--- src/sv/spi_pkg.sv ---
// spi_pkg: shared constants, codes and types of the segment pair intersection block
// used by every module of the block except spi_div; depends on nothing
package spi_pkg;

   localparam int COORD_BITS_DEFAULT = 32;
   localparam int FRAC_BITS_DEFAULT  = 16;
   localparam int QUEUE_DEPTH        = 8;
   localparam int PRODUCT_ONE        = 65536;
   localparam int PORT_COORD_BITS    = 32;
   localparam int PORT_PARAM_BITS    = 17;
   localparam int TOL_BITS           = 16;
   localparam logic [TOL_BITS-1:0] TOL_RESET = 16'd1;

   localparam logic [1:0] STATUS_NONE     = 2'd0;
   localparam logic [1:0] STATUS_HIT      = 2'd1;
   localparam logic [1:0] STATUS_PARALLEL = 2'd2;

   typedef enum logic [1:0] {
      KIND_SINGLE,
      KIND_CROSS,
      KIND_COLIN
   } kind_type;

   typedef struct packed {
      kind_type   kind;
      logic [1:0] status;
      logic [3:0] mask;
   } job_type;

   typedef struct packed {
      logic reject;
      logic a_point;
      logic b_point;
      logic b3_off;
      logic b4_off;
   } flag_type;

   typedef enum logic [1:0] {
      BK_IDLE,
      BK_CROSS_A,
      BK_CROSS_B,
      BK_COLIN
   } back_state_type;

   // first set mask bit at or above from: {found, index}
   function automatic logic [2:0] next_slot(input logic [3:0] mask, input logic [2:0] from);
      logic       found;
      logic [1:0] idx;
      found = 1'b0;
      idx   = 2'd0;
      for (int i = 0; i < 4; i++) begin
         if (!found && mask[i] && (3'(i) >= from)) begin
            found = 1'b1;
            idx   = 2'(i);
         end
      end
      return {found, idx};
   endfunction

endpackage

--- src/sv/spi_queue.sv ---
// spi_queue: short job queue between front and back
// depends on spi_pkg
module spi_queue #(
   parameter int DEPTH = spi_pkg::QUEUE_DEPTH,
   parameter int DATA_BITS = 8
) (
   input  logic                         clock,
   input  logic                         reset,
   input  logic                         push,
   input  spi_pkg::job_type             job_in,
   input  logic [DATA_BITS-1:0]         data_in,
   input  logic                         pop,
   output spi_pkg::job_type             job_out,
   output logic [DATA_BITS-1:0]         data_out,
   output logic                         empty,
   output logic [$clog2(DEPTH+1)-1:0]   count
);
   localparam int AW = (DEPTH > 1) ? $clog2(DEPTH) : 1;
   localparam int CW = $clog2(DEPTH + 1);

   spi_pkg::job_type     job_mem [DEPTH];
   logic [DATA_BITS-1:0] data_mem [DEPTH];
   logic [AW-1:0]        wr_ff, rd_ff;
   logic [CW-1:0]        count_ff;

   always_ff @(posedge clock) begin
      if (reset) begin
         wr_ff    <= '0;
         rd_ff    <= '0;
         count_ff <= '0;
      end else begin
         if (push) wr_ff <= (wr_ff == AW'(DEPTH - 1)) ? '0 : wr_ff + 1'b1;
         if (pop)  rd_ff <= (rd_ff == AW'(DEPTH - 1)) ? '0 : rd_ff + 1'b1;
         if (push && !pop) count_ff <= count_ff + 1'b1;
         else if (pop && !push) count_ff <= count_ff - 1'b1;
      end
   end

   always_ff @(posedge clock) begin
      if (push) begin
         job_mem[wr_ff]  <= job_in;
         data_mem[wr_ff] <= data_in;
      end
   end

   assign job_out  = job_mem[rd_ff];
   assign data_out = data_mem[rd_ff];
   assign empty    = (count_ff == '0);
   assign count    = count_ff;

endmodule

--- config.mk ---
export PLATFORM = sky130hd
export DESIGN_NAME = spi_queue
export DESIGN_NICKNAME = d
export VERILOG_FILES = /design/src/sv/spi_pkg.sv /design/src/sv/spi_queue.sv
export SDC_FILE = /design/constraint.sdc
export NUM_CORES = 1
export LEC_CHECK = 0
export ABC_CLOCK_PERIOD_IN_PS = 3000
export BUFFER_PORTS_ARGS = -buffer_cell sky130_fd_sc_hd__buf_2
export CORE_MARGIN = 5
export CORE_UTILIZATION = 40
export CTS_BUF_LIST = sky130_fd_sc_hd__clkbuf_8
export CTS_CLUSTER_DIAMETER = 50
export DETAILED_ROUTE_END_ITERATION = 16
export PLACE_DENSITY_LB_ADDON = 0.2
export SLEW_MARGIN = 5
export SYNTH_ARGS = -nofsm -noshare
export SYNTH_HDL_FRONTEND = slang
export SYNTH_SLANG_ARGS = --single-unit
export TNS_END_PERCENT = 10
--- constraint.sdc ---
create_clock -name clock -period 3 [get_ports clock]
set_input_delay 0.6 -clock clock [delete_from_list [all_inputs] [get_ports clock]]
set_output_delay 0.6 -clock clock [all_outputs]
set_load 0.01 [all_outputs]
==> results.txt <==
----------------------------------------------------
[Global routing]
  Maximum number of pins on one net before global-route repair ... 19
  Vias in the first global route ... 2817
  Gr ovfl total ... 0
  Overall global routing resource usage ... 13.5%
  Antenna violations before repair ... 0
  Global-route wire length before repair ... 16.0 mm

[Setup path]
  Critical-path cell with the highest stage delay ... sky130_fd_sc_hd__mux4_1
  Critical path, cell by cell ... buf_12 -> mux4_1 -> mux2_2 -> buf_2
  CP Data Arrival Time ... 2.23 ns
  Critical Path Stages ... 4
  Type of element capturing the critical path ... output pin
  Depth of the worst register-to-register path ... 3
  Dominant delay contributor by cell family on the critical path ... multiplexers
  Crit Path Max Fanout ... 13
  Largest stage delay, worst path ... 0.58 ns
  Kind of start point of the critical path ... flop
  Buf+Inv Stages, Crit Path ... 2
  Required @ worst endpoint ... 2.40 ns
  Kind of critical path ... reg -> out
  Critical register-to-register path startpoint ... wr_ff[1]$_SDFFE_PP0P_

[Die]
  FP Rows ... 43
  Height of the die ... 128 um
  Starting utilization of the core area ... 40.3%
  Die X ... 128 um
  Core footprint ... 13800 um2
  Number of top-level pins ... 41
  Overall die area ... 16300 um2

[Synthesis]
  Number of synthesis warnings ... 0
  Number of library cell types mapped by synthesis ... 26
  Mapped Cells ... 257
  Synth Area in Compound Gates ... 0.699%
  Synthesized flop and latch total ... 141
  Number of enable flip-flop cells after synthesis ... 128
  Async set or reset register ratio after synthesis ... 0%
  Synth Cell Area ... 5550 um2
  Predominant post-synthesis flop cell ... sky130_fd_sc_hd__edfxtp_1
  Simple-gate area share of the yosys netlist ... 2.66%
  Post-synthesis area per instance ... 21.6 um2
  Mux share of post-synthesis cell area ... 19.0%
  Combinational family with the most area after synthesis ... multiplexers
  Xor-xnor portion of the synthesized cell area ... 0.315%
  Synthesized netlist net count ... 285
  Adder-cell area share of the yosys netlist ... 1.94%
  Sequential fraction of the synthesis area ... 73.9%

[STA]
  Worst Skew ... 0.00621 ns
  Worst-margin pin slew ... 0.688 ns
  Minimum setup slack in the final design ... 0.167 ns
  Final count of negative-setup-slack endpoints ... 0
  Setup TNS ... 0 ns
  Slew HR ... 54.0%
  Worst-case hold slack ... 0.436 ns
  Ratio of final minimum period to clock period ... 94.4%
  RSZ-0062 raised after global routing ... false
  Maximum clock frequency ... 0.353 GHz
  Clock period minus final worst setup slack ... 2.83 ns
  Max-slew violation count ... 0
  Hold violation total from the final report ... 0

[Layout]
  Number of inserted diodes ... 0
  Syn-to-layout area delta ... 18.5%
  Fraction of final layout cells with drive strength greater than 1 ... 33.9%
  Layout Cells excl Fill ... 516
  Number of nets in the final layout ... 351

[Clocking]
  Hold_buf cts ... 0
  Level count of the clock H-tree ... 4
  Post-CTS setup repair buffer count ... 0
  Worst-Skew Late Latency ... 0.43 ns
  Post-CTS sizing ... 0
  CTS root buffer ... sky130_fd_sc_hd__clkbuf_8
  Number of clock sinks seen by CTS ... 141
  CTS tree ... built
  Clock-pin transition on the worst setup and hold timing paths ... 0.08 ns
  Number of buffers created by CTS ... 17
  Buffer depth of the longest clock path ... 2

[Detailed routing]
  Drt total wl ... 10.1 mm
  Residual DRC count ... 0
  Routed vias ... 2609
  Number of search-and-repair iterations in the first detailed-routing pass ... 4
  Routed vias/inst ... 5.06
  Antenna violation net count after detailed routing ... 0
  Post-detailed-route wirelength per cell ... 19.6 um
  Drt first-iter violations ... 137

[Place]
  Half-perimeter wire length after detailed placement ... 6.22 mm
  Number of instances in the placed design ... 484
  Placer congestion estimate ... 0.696
  Port bufs ... 40
  Worst slack at placement ... 0.607 ns

[Worst hold path]
  Start point of the worst hold path ... data_in[2]
  Min-Delay Path Depth ... 1
  Class of the worst hold path ... in -> reg

[Power and ir drop]
  Maximum ir drop on the vdd rail ... 269 uV
  Leakage power summed over all cells ... 0.00230 uW
  Ratio of total power to cell area ... 661 nW/um2
  Total design power ... 4350 uW

[Run status]
  Run status ... completed

[Flow run]
  Number of max-cap violations ... 0

----------------------------------------------------
==> metrics by stage <==
stage / util (%) / instance area [um2]
after floorplan: - / 5550
after global placement: 44.3 / 6100
after detailed placement: 44.3 / 6100
after CTS: 47.8 / 6580
after global routing: 47.8 / 6580
final: 47.8 / 6580
==> logic make-up (layout without fill, tap and decap cells) <==
| family | Yosys count | in the layout |
|---|---|---|
| multiplexers | 53 | 53 |
| flip-flops | 141 | 141 |
| AND/OR/NAND/NOR | 33 | 33 |
| XOR/XNOR | 2 | 2 |
| AO/OA/AOI/OAI | 7 | 7 |
| buffers and inverters | 13 | 92 |
| adder cells (fa/ha/maj) | 8 | 8 |
==> per-layer routing <==
| metal | track usage, % | up-vias | part of all wire [%] |
|---|---|---|---|
| met5 | 0 | - | 0 |
| met4 | 5.24 | 0 | 1.4 |
| met3 | 4.08 | 14 | 4.3 |
| met2 | 21.5 | 57 | 50 |
| met1 | 17.6 | 1332 | 45 |
| li1 | - | 1206 | - |
==> state kept, by name, indices dropped and copies added (netlist names), named ones only <==
name / cells
data_mem: 64
job_mem: 64
count: 4
rd_ff: 3
wr_ff: 3
==> cells in the mapped netlist, types with 2 or more instances <==
master / number / area share (%)
sky130_fd_sc_hd__nor3_1: 3 / 0.27
sky130_fd_sc_hd__nand2b_1: 4 / 0.45
sky130_fd_sc_hd__nand2_1: 3 / 0.20
sky130_fd_sc_hd__inv_1: 2 / 0.14
sky130_fd_sc_hd__mux4_1: 28 / 13
sky130_fd_sc_hd__buf_6: 4 / 0.81
sky130_fd_sc_hd__clkbuf_1: 2 / 0.14
sky130_fd_sc_hd__a21oi_1: 5 / 0.45
sky130_fd_sc_hd__mux4_2: 4 / 1.6
sky130_fd_sc_hd__ha_1: 7 / 1.6
sky130_fd_sc_hd__dfxtp_1: 13 / 4.7
sky130_fd_sc_hd__edfxtp_1: 128 / 69
sky130_fd_sc_hd__buf_1: 4 / 0.27
sky130_fd_sc_hd__mux2_2: 17 / 3.4
sky130_fd_sc_hd__nor2_1: 19 / 1.3
sky130_fd_sc_hd__mux2i_1: 4 / 0.72
==> power breakdown <==
group | leakage (uW) | internal [uW] | switching, uW
logic | 0.000781 | 169 | 168
clock network | 0.000245 | 1110 | 676
registers | 0.00127 | 2200 | 32.8
total | 0.00230 | 3470 | 877
==> final cells by class <==
class                      count  area (um2)
sequential                   141        4110
clock inverter                13         218
clock buffer                  19         262
multi-input combinational    103        1380
inverter                       2        7.51
timing repair buffer          58         385
fill                        1178        7190
tap                          180         225
==> final timing paths <==
path	to	slack (ns)
setup / recovery	job_out[6]	0.17
hold / removal	data_mem[2][2]$_DFFE_PP_	0.44
setup reg to reg	job_mem[6][1]$_DFFE_PP_	1.34
hold reg to reg	flop	0.55
==> placed cells by master, fill, tap and decap left out <==
master	count
sky130_fd_sc_hd__a211oi_1	1
sky130_fd_sc_hd__a21oi_1	5
sky130_fd_sc_hd__a31oi_1	1
sky130_fd_sc_hd__buf_12	4
sky130_fd_sc_hd__buf_2	40
sky130_fd_sc_hd__buf_4	14
sky130_fd_sc_hd__bufinv_16	6
sky130_fd_sc_hd__clkbuf_8	19
sky130_fd_sc_hd__clkinv_2	6
sky130_fd_sc_hd__clkinvlp_4	1
sky130_fd_sc_hd__dfxtp_1	12
sky130_fd_sc_hd__dfxtp_2	1
sky130_fd_sc_hd__edfxtp_1	128
sky130_fd_sc_hd__fa_1	1
sky130_fd_sc_hd__ha_1	7
sky130_fd_sc_hd__inv_1	2
sky130_fd_sc_hd__mux2_2	17
sky130_fd_sc_hd__mux2i_1	4
sky130_fd_sc_hd__mux4_1	28
sky130_fd_sc_hd__mux4_2	4
sky130_fd_sc_hd__nand2_1	3
sky130_fd_sc_hd__nand2b_1	4
sky130_fd_sc_hd__nand3_1	1
sky130_fd_sc_hd__nand3b_1	1
sky130_fd_sc_hd__nor2_1	19
sky130_fd_sc_hd__nor2b_1	1
sky130_fd_sc_hd__nor3_1	1
sky130_fd_sc_hd__nor3_2	2
sky130_fd_sc_hd__nor4_1	1
sky130_fd_sc_hd__xnor2_1	1
sky130_fd_sc_hd__xor2_1	1
Note: power is estimated with default switching activity, not from simulation.
