===== src/sv/spi_pkg.sv =====
// spi_pkg: shared constants, codes and types of the segment pair intersection block
// used by every module of the block except spi_div; depends on nothing
package spi_pkg;

   localparam int COORD_BITS_DEFAULT = 32;
   localparam int FRAC_BITS_DEFAULT  = 16;
   localparam int QUEUE_DEPTH        = 8;
   localparam int PRODUCT_ONE        = 65536;
   localparam int PORT_COORD_BITS    = 32;
   localparam int PORT_PARAM_BITS    = 17;
   localparam int TOL_BITS           = 16;
   localparam logic [TOL_BITS-1:0] TOL_RESET = 16'd1;

   localparam logic [1:0] STATUS_NONE     = 2'd0;
   localparam logic [1:0] STATUS_HIT      = 2'd1;
   localparam logic [1:0] STATUS_PARALLEL = 2'd2;

   typedef enum logic [1:0] {
      KIND_SINGLE,
      KIND_CROSS,
      KIND_COLIN
   } kind_type;

   typedef struct packed {
      kind_type   kind;
      logic [1:0] status;
      logic [3:0] mask;
   } job_type;

   typedef struct packed {
      logic reject;
      logic a_point;
      logic b_point;
      logic b3_off;
      logic b4_off;
   } flag_type;

   typedef enum logic [1:0] {
      BK_IDLE,
      BK_CROSS_A,
      BK_CROSS_B,
      BK_COLIN
   } back_state_type;

   // first set mask bit at or above from: {found, index}
   function automatic logic [2:0] next_slot(input logic [3:0] mask, input logic [2:0] from);
      logic       found;
      logic [1:0] idx;
      found = 1'b0;
      idx   = 2'd0;
      for (int i = 0; i < 4; i++) begin
         if (!found && mask[i] && (3'(i) >= from)) begin
            found = 1'b1;
            idx   = 2'(i);
         end
      end
      return {found, idx};
   endfunction

endpackage


===== src/sv/spi_div.sv =====
// spi_div: restoring divider, one quotient bit a cycle, saturating at one
// depends on nothing
module spi_div #(
   parameter int NUM_BITS  = 68,
   parameter int FRAC_BITS = 16
) (
   input  logic                 clock,
   input  logic                 reset,
   input  logic                 start,
   input  logic [NUM_BITS-1:0]  num,
   input  logic [NUM_BITS-1:0]  den,
   output logic                 done,
   output logic [FRAC_BITS:0]   quotient
);
   localparam int CW = $clog2(FRAC_BITS + 1);

   logic [NUM_BITS:0]   rem_ff, shifted;
   logic [NUM_BITS-1:0] den_ff;
   logic [FRAC_BITS:0]  q_ff;
   logic [CW-1:0]       cnt_ff;
   logic                run_ff, done_ff;

   assign shifted = {rem_ff[NUM_BITS-1:0], 1'b0};

   always_ff @(posedge clock) begin
      if (reset) begin
         run_ff  <= 1'b0;
         done_ff <= 1'b0;
      end else begin
         done_ff <= 1'b0;
         if (start) begin
            run_ff  <= !(num >= den);
            done_ff <= (num >= den);
         end else if (run_ff && cnt_ff == CW'(1)) begin
            run_ff  <= 1'b0;
            done_ff <= 1'b1;
         end
      end
   end

   always_ff @(posedge clock) begin
      if (start) begin
         den_ff <= den;
         cnt_ff <= CW'(FRAC_BITS);
         rem_ff <= {1'b0, num};
         q_ff   <= (num >= den) ? {1'b1, {FRAC_BITS{1'b0}}} : '0;
      end else if (run_ff) begin
         cnt_ff <= cnt_ff - 1'b1;
         if (shifted >= {1'b0, den_ff}) begin
            rem_ff <= shifted - {1'b0, den_ff};
            q_ff   <= {q_ff[FRAC_BITS-1:0], 1'b1};
         end else begin
            rem_ff <= shifted;
            q_ff   <= {q_ff[FRAC_BITS-1:0], 1'b0};
         end
      end
   end

   assign done     = done_ff;
   assign quotient = q_ff;

endmodule


===== src/sv/spi_back.sv =====
// spi_back: back sequencer, takes jobs from the queue, runs the divider, drives results
// depends on spi_pkg and spi_div
module spi_back #(
   parameter int COORD_BITS = spi_pkg::COORD_BITS_DEFAULT,
   parameter int FRAC_BITS  = spi_pkg::FRAC_BITS_DEFAULT
) (
   input  logic                                       clock,
   input  logic                                       reset,
   input  logic                                       empty,
   input  spi_pkg::job_type                           job,
   input  logic [3:0][2*(COORD_BITS+1)+1:0]           nums,
   input  logic [1:0][2*(COORD_BITS+1)+1:0]           dens,
   output logic                                       pop,
   output logic                                       rsp_valid,
   output logic [1:0]                                 rsp_status,
   output logic [spi_pkg::PORT_PARAM_BITS-1:0]        rsp_param_on_a,
   output logic [spi_pkg::PORT_PARAM_BITS-1:0]        rsp_param_on_b,
   output logic                                       rsp_last_result
);
   localparam int PW = 2 * (COORD_BITS + 1) + 2;
   localparam logic [FRAC_BITS:0] ONE = {1'b1, {FRAC_BITS{1'b0}}};

   spi_pkg::back_state_type state_ff, state_in;
   logic [1:0]          slot_ff, slot_in, slot_sel;
   logic [FRAC_BITS:0]  qa_ff, qa_in, pa_ff, pa_in, pb_ff, pb_in, q;
   logic [1:0]          st_ff, st_in;
   logic                val_ff, val_in, last_ff, last_in;
   logic                div_start, done;
   logic [2:0]          first, nxt;
   logic [PW-1:0]       div_num, div_den;

   spi_div #(.NUM_BITS(PW), .FRAC_BITS(FRAC_BITS)) u_div (
      .clock    (clock),
      .reset    (reset),
      .start    (div_start),
      .num      (div_num),
      .den      (div_den),
      .done     (done),
      .quotient (q)
   );

   assign first   = spi_pkg::next_slot(job.mask, 3'd0);
   assign nxt     = spi_pkg::next_slot(job.mask, {1'b0, slot_ff} + 3'd1);
   assign div_num = nums[slot_sel];
   assign div_den = dens[slot_sel[1]];

   always_ff @(posedge clock) begin
      if (reset) begin
         state_ff <= spi_pkg::BK_IDLE;
         val_ff   <= 1'b0;
      end else begin
         state_ff <= state_in;
         val_ff   <= val_in;
      end
   end

   always_ff @(posedge clock) begin
      slot_ff <= slot_in;
      qa_ff   <= qa_in;
      pa_ff   <= pa_in;
      pb_ff   <= pb_in;
      st_ff   <= st_in;
      last_ff <= last_in;
   end

   always_comb begin
      state_in  = state_ff;
      slot_in   = slot_ff;
      slot_sel  = slot_ff;
      qa_in     = qa_ff;
      pop       = 1'b0;
      div_start = 1'b0;
      val_in    = 1'b0;
      st_in     = st_ff;
      pa_in     = pa_ff;
      pb_in     = pb_ff;
      last_in   = last_ff;
      unique case (state_ff)
         spi_pkg::BK_IDLE: begin
            if (!empty) begin
               unique case (job.kind)
                  spi_pkg::KIND_CROSS: begin
                     div_start = 1'b1;
                     slot_sel  = 2'd0;
                     state_in  = spi_pkg::BK_CROSS_A;
                  end
                  spi_pkg::KIND_COLIN: begin
                     div_start = 1'b1;
                     slot_sel  = first[1:0];
                     slot_in   = first[1:0];
                     state_in  = spi_pkg::BK_COLIN;
                  end
                  default: begin
                     val_in  = 1'b1;
                     st_in   = job.status;
                     pa_in   = '0;
                     pb_in   = '0;
                     last_in = 1'b1;
                     pop     = 1'b1;
                  end
               endcase
            end
         end
         spi_pkg::BK_CROSS_A: begin
            slot_sel = 2'd1;
            if (done) begin
               qa_in     = q;
               div_start = 1'b1;
               state_in  = spi_pkg::BK_CROSS_B;
            end
         end
         spi_pkg::BK_CROSS_B: begin
            if (done) begin
               val_in   = 1'b1;
               st_in    = spi_pkg::STATUS_HIT;
               pa_in    = qa_ff;
               pb_in    = q;
               last_in  = 1'b1;
               pop      = 1'b1;
               state_in = spi_pkg::BK_IDLE;
            end
         end
         spi_pkg::BK_COLIN: begin
            if (done) begin
               val_in  = 1'b1;
               st_in   = spi_pkg::STATUS_HIT;
               last_in = !nxt[2];
               case (slot_ff)
                  2'd0:    begin pa_in = '0;  pb_in = q;   end
                  2'd1:    begin pa_in = ONE; pb_in = q;   end
                  2'd2:    begin pa_in = q;   pb_in = '0;  end
                  default: begin pa_in = q;   pb_in = ONE; end
               endcase
               if (nxt[2]) begin
                  div_start = 1'b1;
                  slot_sel  = nxt[1:0];
                  slot_in   = nxt[1:0];
               end else begin
                  pop      = 1'b1;
                  state_in = spi_pkg::BK_IDLE;
               end
            end
         end
         default: state_in = spi_pkg::BK_IDLE;
      endcase
   end

   assign rsp_valid       = val_ff;
   assign rsp_status      = st_ff;
   assign rsp_param_on_a  = spi_pkg::PORT_PARAM_BITS'(pa_ff);
   assign rsp_param_on_b  = spi_pkg::PORT_PARAM_BITS'(pb_ff);
   assign rsp_last_result = last_ff;

endmodule

===== config.mk =====
export PLATFORM = sky130hd
export DESIGN_NAME = spi_back
export DESIGN_NICKNAME = d
export VERILOG_FILES = /design/src/sv/spi_pkg.sv /design/src/sv/spi_div.sv /design/src/sv/spi_back.sv
export SDC_FILE = /design/constraint.sdc
export NUM_CORES = 1
export LEC_CHECK = 0
export BUFFER_PORTS_ARGS = -buffer_cell sky130_fd_sc_hd__clkbuf_2
export CAP_MARGIN = 20
export CORE_MARGIN = 2
export CORE_UTILIZATION = 50
export DETAILED_ROUTE_END_ITERATION = 10
export PLACE_DENSITY = 0.86
export SETUP_SLACK_MARGIN = 0.2
export SYNTH_ARGS = -nofsm -noshare
export SYNTH_HDL_FRONTEND = slang
export SYNTH_SLANG_ARGS = --single-unit

===== constraint.sdc =====
create_clock -name clock -period 7 [get_ports clock]
set_input_delay 1.4 -clock clock [delete_from_list [all_inputs] [get_ports clock]]
set_output_delay 1.4 -clock clock [all_outputs]
set_load 0.03 [all_outputs]

==> summary by stage, run 1 <==
Clocking
The post-cts repair resize count is 0. The clock passes through at most 3 buffers. The CTS buffer count is 24.

Post-CTS timing repair inserted 0 buffers for setup. The count of hold buffers inserted by post-cts repair is 0. The buffer type at the clock tree root is sky130_fd_sc_hd__clkbuf_16. In this run the number of H-tree levels came out at 1.

The post-CTS clock slew at the launch and capture registers of the worst setup and hold paths is around 0.060 ns. For the worst-skew pair, the clock arrives at the later sink with an insertion delay of 0.53 ns. TritonCTS built the clock tree.

The clock drives 219 sinks.

Synthesis
By area the synthesized netlist is led by sky130_fd_sc_hd__edfxtp_1, sky130_fd_sc_hd__ha_1, sky130_fd_sc_hd__mux2i_1. Of the synthesized area, sequential elements account for 0.362. Counting flops with an async set or reset pin after synthesis yields a share of 0. Among all flip-flop cells after synthesis, the most frequent one is sky130_fd_sc_hd__edfxtp_1.

The synthesis-stage register bit count is 219. After synthesis, the netlist uses 78 different library cells. The post-synth net total is about 2.5k. The synthesized netlist occupies a cell area of ~18000 sq um.

The number of warnings issued by yosys is 0. The fraction of synthesized cell area taken by the top area cell type is 0.351. The dominant cell type by area after synthesis is sky130_fd_sc_hd__edfxtp_1. The number of enable-type register cells in the synthesized netlist is around 210.

The post-synthesis area per instance is 9.14 sq um. In the synthesized netlist, the number of instances is approximately 2k.

Detailed routing
The met3 wire length is 3840 um. In the final routed layout, each cell accounts on average for ~20 um. The first detailed-routing pass took 6 iterations.

The total number of vias is around 17k. Detailed routing placed a total of roughly 28000 um of wire on met2. After detailed routing, the number of remaining DRC violations is 0.

The detailed-route wire length on metal 1 is 23100 um. Signal routing reaches up to met5. The per-cell via count in the routed design is about 6.

In this run, the number of DRC markers left after iteration 0 of detailed routing was around 1.3k. The final wirelength is 57200 um. The post-route antenna net violation count is 0.

STA
The worst pin sits at a relative slew slack of 0.0165. Timing would allow up to between 150 and 200 MHz. The post-route clock period utilization is 0.940. The final number of max-transition violations is 0. The count of final setup violators is 0.

Across the routed clock network, the largest skew measured is around 0.012 ns. The number of hold violations in the final report came to 0. Setup repair after global routing left no endpoint under its margin. For the pin with the worst max-slew slack, the measured transition is 1.46 ns. On the final layout, the worst hold slack is 0.502 ns.

The clock period minus worst slack is around 6.6 ns. Once routing completed, OpenROAD measured the worst setup slack at roughly 0.42 ns.

Hold path
The worst hold path was traced through 0 stages. The type of the most critical hold path is reg2reg.

Setup path
The critical-path cell with the highest stage delay is sky130_fd_sc_hd__a22oi_1. The endpoint of the worst register-to-register path is u_div.quotient[16]. The worst setup path is launched from an input pin. The largest stage delay on the critical path is 0.90 ns. The type of the worst setup path is in2reg. The number of cells on the worst reg-to-reg path is 19. The capture point of the critical path is u_div.quotient[16]. The critical path goes through clkbuf_2 -> inv_1 -> ha_1 -> or3_1 -> a22oi_1 -> o21ai_4 -> buf_12 -> buf_4 -> a211oi_1 -> a21oi_1 -> ha_1 -> a21o_1 -> a21o_1 -> a21o_1 -> a21o_1 -> a21o_1 -> a21o_1 -> a211oi_1 -> o211ai_1 -> a211oi_1 -> nor2_1. The arrival time of the worst setup path is slightly below 7 ns. STA classifies the critical path endpoint as a flop. In this run the worst setup path begins at job[6]. Counting stages on the worst path, the most repeated cell is sky130_fd_sc_hd__a21o_1.

The biggest fanout along the worst timing path is 10. The launching point of the worst reg2reg path is state_ff[1]. Data on the critical path is required at its endpoint by around 7.3 ns. The worst register-to-register path has a setup slack of ~0.99 ns.

Global route
In the global route stage, overall resource usage came out at 0.296. Entering global routing, the biggest net connects 110 pins. The number of antenna violations at the first check in global routing is 8.

The global-route wire length before repair is 86100 um. The total overflow left after global routing is 0. The number of global-route vias before repair came to 16.2k.

Placed design
In this run, placement finished with an instance count of between 2k and 3k. Routability-driven placement finished with a final weighted congestion of ~0.94. OpenSTA, run right after detailed placement, puts the worst setup slack at -0.0319 ns. Once detailed placement completed, the half-perimeter wirelength came to roughly 45000 um. The placed instances occupy a cell area of roughly 21000 sq um. Port buffering added around 460 buffers.

Power and ir drop
The power per cell area is 292 nW/um^2. The switching power of the nets is roughly 2.5 mW. The share of total power dissipated in sequential elements is 0.303. Of the total power, the clock network draws 0.206.

The largest voltage drop on the vdd net is 218 uV. The share of total power dissipated in combinational logic is 0.490. Of the total power, the share spent switching nets is 0.400. The analysis attributes to cell leakage a power of 9.84 nW. The cell internal power dissipation is approximately 3.7 mW.

Cells and area
Compared with the post-synthesis result, the final layout area differs by 19.7%. The summed area of non-filler cells in the final layout is 21400 sq um. After filler insertion, the fill cell instance count of the layout stands at roughly 3.0k.

After the last flow step, the layout net total stands at just under 3k. The flip-flop and latch area is between 6000 and 7000 sq um. The number of non-filler instances in the completed layout is about 2.8k.

The proportion of layout cells with a drive suffix above 1 is 0.234. The multi-input combinational cells in the finished layout cover a total of 10300 sq um.

Outcome
The run finished, with violations left. The final reports fail on max-capacitance violations.

Floorplanning
The count of boundary I/O pins is ~460. The area of the core region is about 35000 sq um. The width of the chip is 193 um.

The die is roughly 190 um tall. The floorplan has between 60 and 70 rows. The starting utilization of the core area is 0.505. The die area is ~37000 sq um.

Job
Across the run, the number of max-cap violations was 1.
==> area by class of cell <==
class | count | area share
multi-input combinational | 1464 | 0.481
sequential | 219 | 0.303
timing repair buffer | 487 | 0.123
clock buffer | 32 | 0.0299
inverter | 162 | 0.0287
tap | 461 | 0.0270
clock inverter | 12 | 0.00696
antenna | 4 | 0.000468
==> critical path, delay by kind of cell <==
| family | cells | cell delay, ns |
|---|---|---|
| fa+ha+maj | 2 | 0.64 |
| compound gates | 13 | 3.75 |
| buf+inv | 4 | 0.51 |
| simple gates | 2 | 0.52 |
==> cells in the mapped netlist, types with 5 or more instances <==
library cell and n:
sky130_fd_sc_hd__and3_1 35, sky130_fd_sc_hd__xor2_1 28, sky130_fd_sc_hd__o21ai_1 42, sky130_fd_sc_hd__dfxtp_1 10
sky130_fd_sc_hd__clkbuf_1 60, sky130_fd_sc_hd__o21a_1 16, sky130_fd_sc_hd__nor3_1 25, sky130_fd_sc_hd__o21ai_0 70
sky130_fd_sc_hd__o211ai_1 12, sky130_fd_sc_hd__nor2b_1 79, sky130_fd_sc_hd__ha_1 140, sky130_fd_sc_hd__a22o_1 16
sky130_fd_sc_hd__and2_1 23, sky130_fd_sc_hd__a211oi_1 71, sky130_fd_sc_hd__nand2_1 142, sky130_fd_sc_hd__a31oi_1 11
sky130_fd_sc_hd__xnor2_1 32, sky130_fd_sc_hd__or3_1 7, sky130_fd_sc_hd__buf_4 12, sky130_fd_sc_hd__nor4_1 6
sky130_fd_sc_hd__nor2_1 101, sky130_fd_sc_hd__edfxtp_1 209, sky130_fd_sc_hd__inv_1 162, sky130_fd_sc_hd__nand2b_1 10
sky130_fd_sc_hd__and4_1 6, sky130_fd_sc_hd__a221oi_1 5, sky130_fd_sc_hd__o21bai_1 13, sky130_fd_sc_hd__buf_2 36
sky130_fd_sc_hd__a21oi_1 207, sky130_fd_sc_hd__a21o_1 64, sky130_fd_sc_hd__mux2i_1 159, sky130_fd_sc_hd__nand4_1 30
sky130_fd_sc_hd__nand3_1 31, sky130_fd_sc_hd__o31ai_1 7
==> through the flow <==
step / util / power (mW) / TNS, ns
2_1_floorplan: - / 4.11 / 0
3_3_place_gp: 0.579 / 4.79 / 0
3_5_place_dp: 0.579 / 4.89 / -0.0319
4_1_cts: 0.602 / 6.18 / 0
5_1_grt: 0.604 / 6.63 / 0
6_report: 0.604 / 6.24 / 0
==> how the worst min path moves through the flow <==
stage	start	end
after floorplan	u_div.quotient[16]	qa_ff[16]
after global placement	u_div.cnt_ff[1]	u_div.cnt_ff[1]
after detailed placement	u_div.quotient[4]	qa_ff[4]
after CTS	u_div.quotient[4]	qa_ff[4]
after global routing	u_div.quotient[4]	qa_ff[4]
final	u_div.quotient[5]	qa_ff[5]
==> registers in the layout, indices dropped and copies added, names as in the netlist <==
signal	count
slot_ff	2
rsp_status	2
u_div.cnt_ff	5
rsp_valid	1
u_div.quotient	17
u_div.done	1
u_div.rem_ff	68
rsp_param_on_a	17
u_div.den_ff	68
u_div.run_ff	1
state_ff	2
qa_ff	17
rsp_last_result	1
rsp_param_on_b	17
==> power by group through the flow <==
stage / sequential, mW / combinational [mW] / clock (mW)
floorplan: 1.91 / 2.20 / 0
global placement: 1.90 / 2.89 / 0
detailed placement: 1.91 / 2.97 / 0
CTS: 1.89 / 2.99 / 1.30
global route: 1.92 / 3.36 / 1.35
finish: 1.89 / 3.06 / 1.29
==> cell usage in the layout, fill, tap and decap left out, types with 71 or more instances in the layout <==
| master | count |
|---|---|
| sky130_fd_sc_hd__a211oi_1 | 71 |
| sky130_fd_sc_hd__a21oi_1 | 207 |
| sky130_fd_sc_hd__clkbuf_2 | 457 |
| sky130_fd_sc_hd__edfxtp_1 | 209 |
| sky130_fd_sc_hd__ha_1 | 140 |
| sky130_fd_sc_hd__inv_1 | 161 |
| sky130_fd_sc_hd__mux2i_1 | 159 |
| sky130_fd_sc_hd__nand2_1 | 141 |
| sky130_fd_sc_hd__nor2_1 | 101 |
| sky130_fd_sc_hd__nor2b_1 | 79 |
==> logic make-up (layout without fill, tap and decap cells) <==
kind of cell               count (synthesis)  in the layout  share of synthesized area
adders and majority gates                141            141                     0.0991
and+or+nand+nor                          513            513                      0.145
DFF                                      219            219                      0.362
xor gates and xnor gates                  60             60                     0.0294
other                                      0              4                          0
AOI/OAI and AO/OA                        586            587                      0.209
buffers and inverters                    274            693                     0.0634
muxes                                    163            163                     0.0916
==> routing by layer <==
layer,vias up,GRT usage
met5,-,0
met4,4,0.111
met3,119,0.0380
li1,7970,-
met2,738,0.524
met1,7842,0.368
(Power assumes the default switching activity.)
==> inputs of run 2 (changes only) <==
Settings changed: BUFFER_PORTS_ARGS -buffer_cell sky130_fd_sc_hd__clkbuf_2 to unset, DONT_BUFFER_PORTS set to 1, PLACE_DENSITY 0.86 to 0.75.
==> run 2 against run 1 <==
The flow now finishes without violations. Largest cell class unchanged. Count of clock-buffer cells in the layout decreased by 4. Sequential cell count unchanged. Critical path type unchanged. Clock power about the same. Die area unchanged. Critical path depth increased by 1.
==> summary by stage, run 2 (synthesized netlist as in run 1, its figures left out) <==
Floorplanning
For this configuration, the core starts out at a cell density of 0.505. The floorplan step defined a die boundary enclosing around 37000 sq um. The floorplan die height is roughly 190 um. The area of the core region is around 35000 sq um. Row generation in the floorplan step produced 69 rows. roughly 460 I/O pins were placed.

The die is 193 um wide.

Power and ir drop
Of the total power, the clock network draws 0.215. In this run the power spent charging and discharging nets is 2.44 mW. Summed over all cells, the static leakage comes to between 7 and 8 nW. Power spread over the standard cell area amounts to 320 nW/um^2.

The share of total power dissipated in sequential elements is 0.316. Across the VDD grid, the largest voltage drop is between 200 and 250 uV. The total power of the final layout is 6.09 mW.

Of the total power, the share spent switching nets is 0.401. The internal power of the cells totals about 3.7 mW. The relative contribution of combinational cells to total power is 0.468.

Detailed routing
The final wirelength is 53200 um. The count of nets left with antenna violations once routing finished came out at 0. The first routing iteration left 1066 violations. The number of optimization iterations in the first detailed-route pass is 5. In the routed design, unresolved DRC markers number 0. The average wire length per cell after detail routing is between 20 and 25 um. Dividing the detail-routed via count by the number of cells gives 6.21. Detailed routing inserted a total of ~15k vias.

Global route
For this run, the total global-route usage over all layers was measured as 0.276. The number of antenna violations at the first check in global routing was 10. The pin count of the biggest net entering global routing is between 100 and 150.

The number of global-route vias before repair is ~14k. The first global-routing pass estimated 79500 um of wire. After global routing the overflow that remains totals 0.

Clocking
The clock tree from TritonCTS is done. The post-cts repair resize count is 0. The post-CTS setup buffer count is 0. Clock tree synthesis inserted a total of 25 buffers. For the worst-skew pair, the clock arrives at the later sink with an insertion delay of 0.55 ns. The TritonCTS sink count is roughly 220.

The maximum clock path buffer count is 3. After clock tree synthesis, the clock-pin slew on the worst setup and hold paths is 0.06 ns. After clock tree synthesis, the flow added hold-fix buffers numbering 0. The buffer type at the clock tree root is sky130_fd_sc_hd__clkbuf_16.

In this run the number of H-tree levels came out at 1.

Setup path
For the worst setup path, the data required time is approximately 7.3 ns. The worst setup path is launched from an input pin. The worst setup path is captured at a flop. The setup path with the least slack is of type in2reg.

Along the worst path, the maximum fanout reaches 43. The slack of the worst reg-to-reg path is ~1.3 ns. In this run the critical register-to-register path is captured at u_div.quotient[16]. The arrival time of the worst setup path is approximately 6.4 ns. The depth of the worst register-to-register path is 20. The launching point of the worst reg2reg path is state_ff[1].

Outcome
The flow ran to the end, and the final reports show no timing, DRC or antenna violations.

Cells and area
In the final layout, the registers with the most flip-flops are u_div.den_ff (68), u_div.rem_ff (68). The summed area of non-filler cells in the final layout is between 15000 and 20000 sq um. The proportion of layout cells with a drive suffix above 1 is 0.0502. The top cell types in the final layout, fill and taps aside, are sky130_fd_sc_hd__edfxtp_1, sky130_fd_sc_hd__a21oi_1, sky130_fd_sc_hd__inv_1.

From synthesis to final layout, the design area changed by 6.55%. The most common cell after layout, fill and taps aside is sky130_fd_sc_hd__edfxtp_1. For this run, the post-layout net count is approximately 2.5k.

Placed design
The total half-perimeter wirelength after legalization and detailed placement is around 42000 um. The global placer's final weighted congestion is about 0.95. In this run the tool buffered the top-level ports with 0 buffer cells. In this run the cell area measured after placement is approximately 18000 sq um.

STA
Derived from the worst setup path, the maximum achievable clock frequency is about 160 MHz. The number of hold violations in the final report was 0. The worst-margin pin slew is 0.931 ns. Setup repair after global routing left no endpoint under its margin. Of the available clock period, the critical path in the final layout requires 0.875. The max-slew headroom at the worst pin is 0.378. Clock skew on the completed layout was measured at between 0.01 and 0.015 ns. The final number of max-transition violations came to 0. The clock period minus worst slack is 6.13 ns. Setup violations remaining at the end of the flow were counted as 0. Adding up every negative setup slack in the final design gives 0 ns.

Hold path
The start point of the worst hold path is u_div.quotient[5]. The worst hold path terminates at qa_ff[5]. The tightest min-delay check is of the reg2reg type. The worst hold path was traced through 0 stages.

Job
Across the run, the number of max-cap violations was 0.
-- run 2: worst max path at each step --
| stage | start | endpoint | slack, ns | cells after the start |
|---|---|---|---|---|
| floorplan | job[6] | u_div.quotient[16] | 1.26 | 22 |
| global placement | job[6] | u_div.quotient[16] | 0.46 | 22 |
| detailed placement | job[6] | u_div.quotient[16] | 0.42 | 22 |
| CTS | job[6] | u_div.quotient[16] | 0.96 | 22 |
| global route | job[6] | u_div.quotient[16] | 0.74 | 22 |
| finish | job[6] | u_div.quotient[16] | 0.87 | 22 |
-- run 2: worst max-delay path, cell delays in order --
cell and delay, ns:
sky130_fd_sc_hd__inv_1 0.03, sky130_fd_sc_hd__ha_1 0.32, sky130_fd_sc_hd__or3_1 0.41, sky130_fd_sc_hd__nor4_1 0.24, sky130_fd_sc_hd__a22oi_1 0.14, sky130_fd_sc_hd__o21ai_4 0.37, sky130_fd_sc_hd__buf_12 0.29, sky130_fd_sc_hd__nor2b_1 0.08
sky130_fd_sc_hd__a211oi_1 0.46, sky130_fd_sc_hd__a21oi_1 0.16, sky130_fd_sc_hd__ha_1 0.34, sky130_fd_sc_hd__a21o_1 0.19, sky130_fd_sc_hd__a21o_1 0.18, sky130_fd_sc_hd__a21o_1 0.18, sky130_fd_sc_hd__a21o_1 0.17, sky130_fd_sc_hd__a21oi_1 0.14
sky130_fd_sc_hd__nor2b_1 0.05, sky130_fd_sc_hd__o21ai_0 0.33, sky130_fd_sc_hd__o211ai_1 0.37, sky130_fd_sc_hd__a211oi_1 0.34, sky130_fd_sc_hd__buf_4 0.17, sky130_fd_sc_hd__nor2_1 0.04
-- run 2: routing by layer --
metal  track usage  routed length (um)  share of wire
met1         0.350               22100           0.42
met2         0.479               25700           0.48
met3        0.0443                3590          0.067
met4        0.0927                1770          0.033
met5             0                  35        0.00066
-- run 2: cell type report --
cell class | count | area [sq um]
sequential | 219 | 6480
timing repair buffer | 27 | 273
inverter | 162 | 613
multi-input combinational | 1463 | 10300
antenna | 4 | 10.0
clock buffer | 28 | 637
clock inverter | 14 | 160
fill | 3233 | 16400
tap | 461 | 577
-- run 2: stage by stage --
stage                     utilization  setup WS [ns]  hold slack, ns  cells
after floorplan                     -           1.26           0.450   1956
after global placement          0.514          0.465           0.476   2330
after detailed placement        0.515          0.422           0.489   2331
after CTS                       0.538          0.961           0.499   2373
after global routing            0.538          0.740           0.519   2378
final                           0.538          0.874           0.497   2378
-- run 2: power groups by stage --
stage / clock, mW / sequential (mW) / combinational (mW)
3_3_place_gp: 0 / 1.94 / 2.75
2_1_floorplan: 0 / 1.91 / 2.20
5_1_grt: 1.38 / 1.95 / 3.17
3_5_place_dp: 0 / 1.95 / 2.81
4_1_cts: 1.33 / 1.92 / 2.83
6_report: 1.31 / 1.93 / 2.85
==> inputs of run 3 (changes only) <==
Settings changed: ABC_AREA set to 1, BUFFER_PORTS_ARGS set to -buffer_cell sky130_fd_sc_hd__clkbuf_2, DONT_BUFFER_PORTS 1 to unset, PLACE_DENSITY 0.75 to 0.84.
==> run 3 against run 2 <==
Synthesized area grew 16%. First-iteration DRC count grew 140%. Sequential cell count is the same. Combinational power grew 46%. Clock skew grew 0.00071 ns. Worst hold slack lost 0.0063 ns. Design area grew 27%. Routed wire length grew 49%. Sequential power is essentially flat. Total power grew 21%. Die area grew 16%. Critical endpoint unchanged. Largest power group unchanged.
==> summary by stage, run 3 <==
Synthesis
The sequential cell area fraction in the yosys report is 0.311. By area, the combinational part of the netlist is dominated by simple AND/OR/NAND/NOR gates. The number of unique standard cell types used by synthesis is 44. The adder and majority cell fraction of the synthesized area is 0.0851. Of all flip-flops after synthesis, the portion carrying an async set or reset was 0.

The fraction of the mapped netlist area in simple logic gates is 0.396. The average instance in the mapped netlist occupies roughly 6.7 sq um. Counting instances in the post-synthesis netlist gives the leading cell types as sky130_fd_sc_hd__nand2_1, sky130_fd_sc_hd__nand3_1, sky130_fd_sc_hd__inv_1, sky130_fd_sc_hd__edfxtp_1, sky130_fd_sc_hd__nor2_1.

The synthesized cell area is approximately 21000 sq um. The dominant cell type by area after synthesis is sky130_fd_sc_hd__edfxtp_1. The number of warnings issued by yosys is 0. The most common cell in the synthesized netlist is sky130_fd_sc_hd__nand2_1. The share of synthesized area in the top cell type comes to 0.301. The portion of synthesized area spent on multiplexers is 0. The main flop type after synthesis is sky130_fd_sc_hd__edfxtp_1. The post-synth net total is 3648. The fraction of the mapped netlist area in compound gates is 0.0762. In this run, synthesis produced a sequential element count of approximately 220. The instance count of the mapped netlist is ~3.1k. Ranked by total cell area, the synthesized netlist is headed by sky130_fd_sc_hd__edfxtp_1, sky130_fd_sc_hd__nand2_1, sky130_fd_sc_hd__nand3_1. The xor-xnor portion of the synthesized cell area is 0.0156. The synthesized design contains between 200 and 250 enable-type register cells.

Cells and area
The largest registers in the layout are u_div.den_ff (68), u_div.rem_ff (68). The flip-flop and latch area is around 6500 sq um. In the final design database the tool counted between 4k and 5k nets. The most common cell after layout, fill and taps aside is sky130_fd_sc_hd__nand2_1. The area taken by multi-input logic gates is between 10000 and 15000 sq um.

In the final layout, the share of cells above drive strength 1 is 0.168. In the layout the commonest cells are sky130_fd_sc_hd__nand2_1, sky130_fd_sc_hd__nand3_1, sky130_fd_sc_hd__inv_1. The layout filler cell count is about 4k.

Relative to the synthesized area, the layout overhead comes to 16.1%. The utilization of the core after routing is 0.590.

Global route
The global-route wire length before repair is 120000 um. The number of antenna violations at the first check in global routing is 3. After global routing the overflow that remains totals 0. The pin count of the biggest net entering global routing is 81. The number of global-route vias before repair is 20.8k.

In the global route stage, overall resource usage came out at 0.354.

Detailed routing
After detailed routing, the number of remaining DRC violations is 0. The first detailed-routing pass took 7 iterations. Dividing the detail-routed wire length by the instance count gives slightly below 20 um.

After the first detailed-routing iteration, the DRC count stood at around 2.6k. The final wirelength is 79000 um. Across all layers, the routed design uses around 23k vias. The post-route antenna net violation count is 0.

The per-cell via count in the routed design is 5.62.

Setup path
The required arrival time at the worst endpoint is 7.43 ns. The cell family contributing the most delay on the critical path is simple AND/OR/NAND/NOR gates. The largest stage delay on the critical path is approximately 0.84 ns.

The type of the worst setup path is reg2reg. The startpoint identified for the worst register-to-register timing path is state_ff[1]. Setup slack on the worst reg-to-reg path comes out at 1.48 ns. Along the worst path, the maximum fanout reaches 71. The arrival time of the worst setup path is between 5 and 6 ns. The endpoint of the worst register-to-register path is u_div.quotient[16].

The worst setup path is launched from a flop. The largest individual stage delay along the critical path comes from the cell sky130_fd_sc_hd__nand2_4. Walking the worst path, the cells encountered are inv_2 -> nor2_4 -> nand2_4 -> nand2_4 -> buf_4 -> nand2_1 -> nand3_1 -> and2_1 -> ha_1 -> nand2_1 -> inv_1 -> nand3_1 -> nor3_1 -> nand2_1 -> nor3_1 -> nand3_1 -> nand2_1 -> nor2_1 -> nand3_1 -> o21a_1. The critical path contains buffers and inverters numbering 3 combined. STA classifies the critical path endpoint as a flop.

The depth of the worst register-to-register path is 20.

Hold path
The startpoint identified for the worst hold timing path is u_div.quotient[8]. The path with the worst hold slack has its endpoint at qa_ff[8]. The worst hold path passes through 0 cells. The worst hold path belongs to the class reg2reg.

Floorplanning
The floorplan has between 70 and 80 rows. The starting utilization of the core area is 0.509. The die is around 210 um wide. The count of boundary I/O pins is between 400 and 500. The die area is approximately 43000 sq um.

The area of the core region is a little over 40000 sq um. In this run the vertical extent of the chip is 208 um.

STA
The post-route clock period utilization is 0.788. The number of hold violations in the final report came to 0. The final sum of negative setup slack is 0 ns.

The max-slew headroom at the worst pin is 0.347. The worst setup skew after layout is between 0.01 and 0.015 ns. The clock period minus worst slack is ~5.5 ns. Setup repair after global routing left no endpoint under its margin. The count of final setup violators is 0.

Static timing analysis puts the maximum clock frequency at 181 MHz. The worst-margin pin slew is 0.980 ns. The final number of max-transition violations was 0.

Clocking
TritonCTS built the clock tree. Buffers inserted to repair hold after CTS numbered 0. The post-cts repair resize count is 0. The buffer type at the clock tree root is sky130_fd_sc_hd__clkbuf_16. The number of H-tree levels is 1.

The clock net in this run drives a total of about 220 sinks. The CTS buffer count is 25. The maximum clock path buffer count is 3.

The insertion delay of the later-clocked pin in the worst-skew pair is about 0.56 ns. Clock-pin slew was measured on the worst setup and hold paths at 0.06 ns. The post-CTS setup buffer count is 0.

Placed design
Once detailed placement completed, the half-perimeter wirelength came to 62900 um. The number of buffer cells added on primary ports is 457. The global placer's final weighted congestion is 1.03.

Power and ir drop
The power per cell area is 306 nW/um^2. VDD sags by at most 200 uV. The analysis attributes to cell leakage a power of around 12 nW.

Job
The number of max-cap violations is 0.

Outcome
The flow ran to the end, and the final reports show no timing, DRC or antenna violations.
-- run 3: cell families after synthesis --
kind of cell | after synthesis
and+or+nand+nor | 1819
AOI/OAI and AO/OA | 279
buffers and inverters | 593
DFF | 219
xor gates and xnor gates | 37
adders and majority gates | 141
-- run 3: report_power, final --
part / switching, mW / leakage, nW / internal, mW
logic: 2.80 / 10.0 / 1.37
registers: 0.114 / 2.05 / 1.79
clock network: 0.572 / 0.392 / 0.745
total: 3.48 / 12.5 / 3.91
-- run 3: worst max-delay path by stage --
stage | start | to | cells after the start
after floorplan | job[6] | u_div.quotient[0] | 10
after global placement | job[6] | u_div.quotient[16] | 25
after detailed placement | job[6] | u_div.quotient[16] | 25
after CTS | state_ff[1] | u_div.quotient[16] | 20
after global routing | state_ff[1] | u_div.quotient[16] | 20
final | state_ff[1] | u_div.quotient[16] | 20
-- run 3: final cells by class --
class / instances / area share
tap: 532 / 0.0275
clock buffer: 34 / 0.0289
timing repair buffer: 476 / 0.101
multi-input combinational: 2276 / 0.496
antenna: 1 / 0.000104
clock inverter: 11 / 0.00471
sequential: 219 / 0.268
inverter: 473 / 0.0736
-- run 3: layer usage --
layer	vias to the layer above	track usage	share of wire
met2	1213	0.559	0.44
li1	10900	-	-
met3	164	0.0566	0.099
met4	2	0.116	0.038
met5	-	0	0.00016
met1	10400	0.494	0.42
-- run 3: metrics by stage --
stage / cell area (sq um) / std cells / power [mW] / hold WS, ns / setup slack (ns)
5_1_grt: 24200 / 4021 / 7.91 / 0.491 / 1.13
4_1_cts: 24200 / 4021 / 7.31 / 0.478 / 1.56
3_5_place_dp: 23300 / 3976 / 5.98 / 0.468 / 1.16
2_1_floorplan: 20800 / 3088 / 4.77 / 0.426 / 2.27
6_report: 24200 / 4022 / 7.40 / 0.490 / 1.48
3_3_place_gp: 23300 / 3976 / 5.92 / 0.459 / 1.22
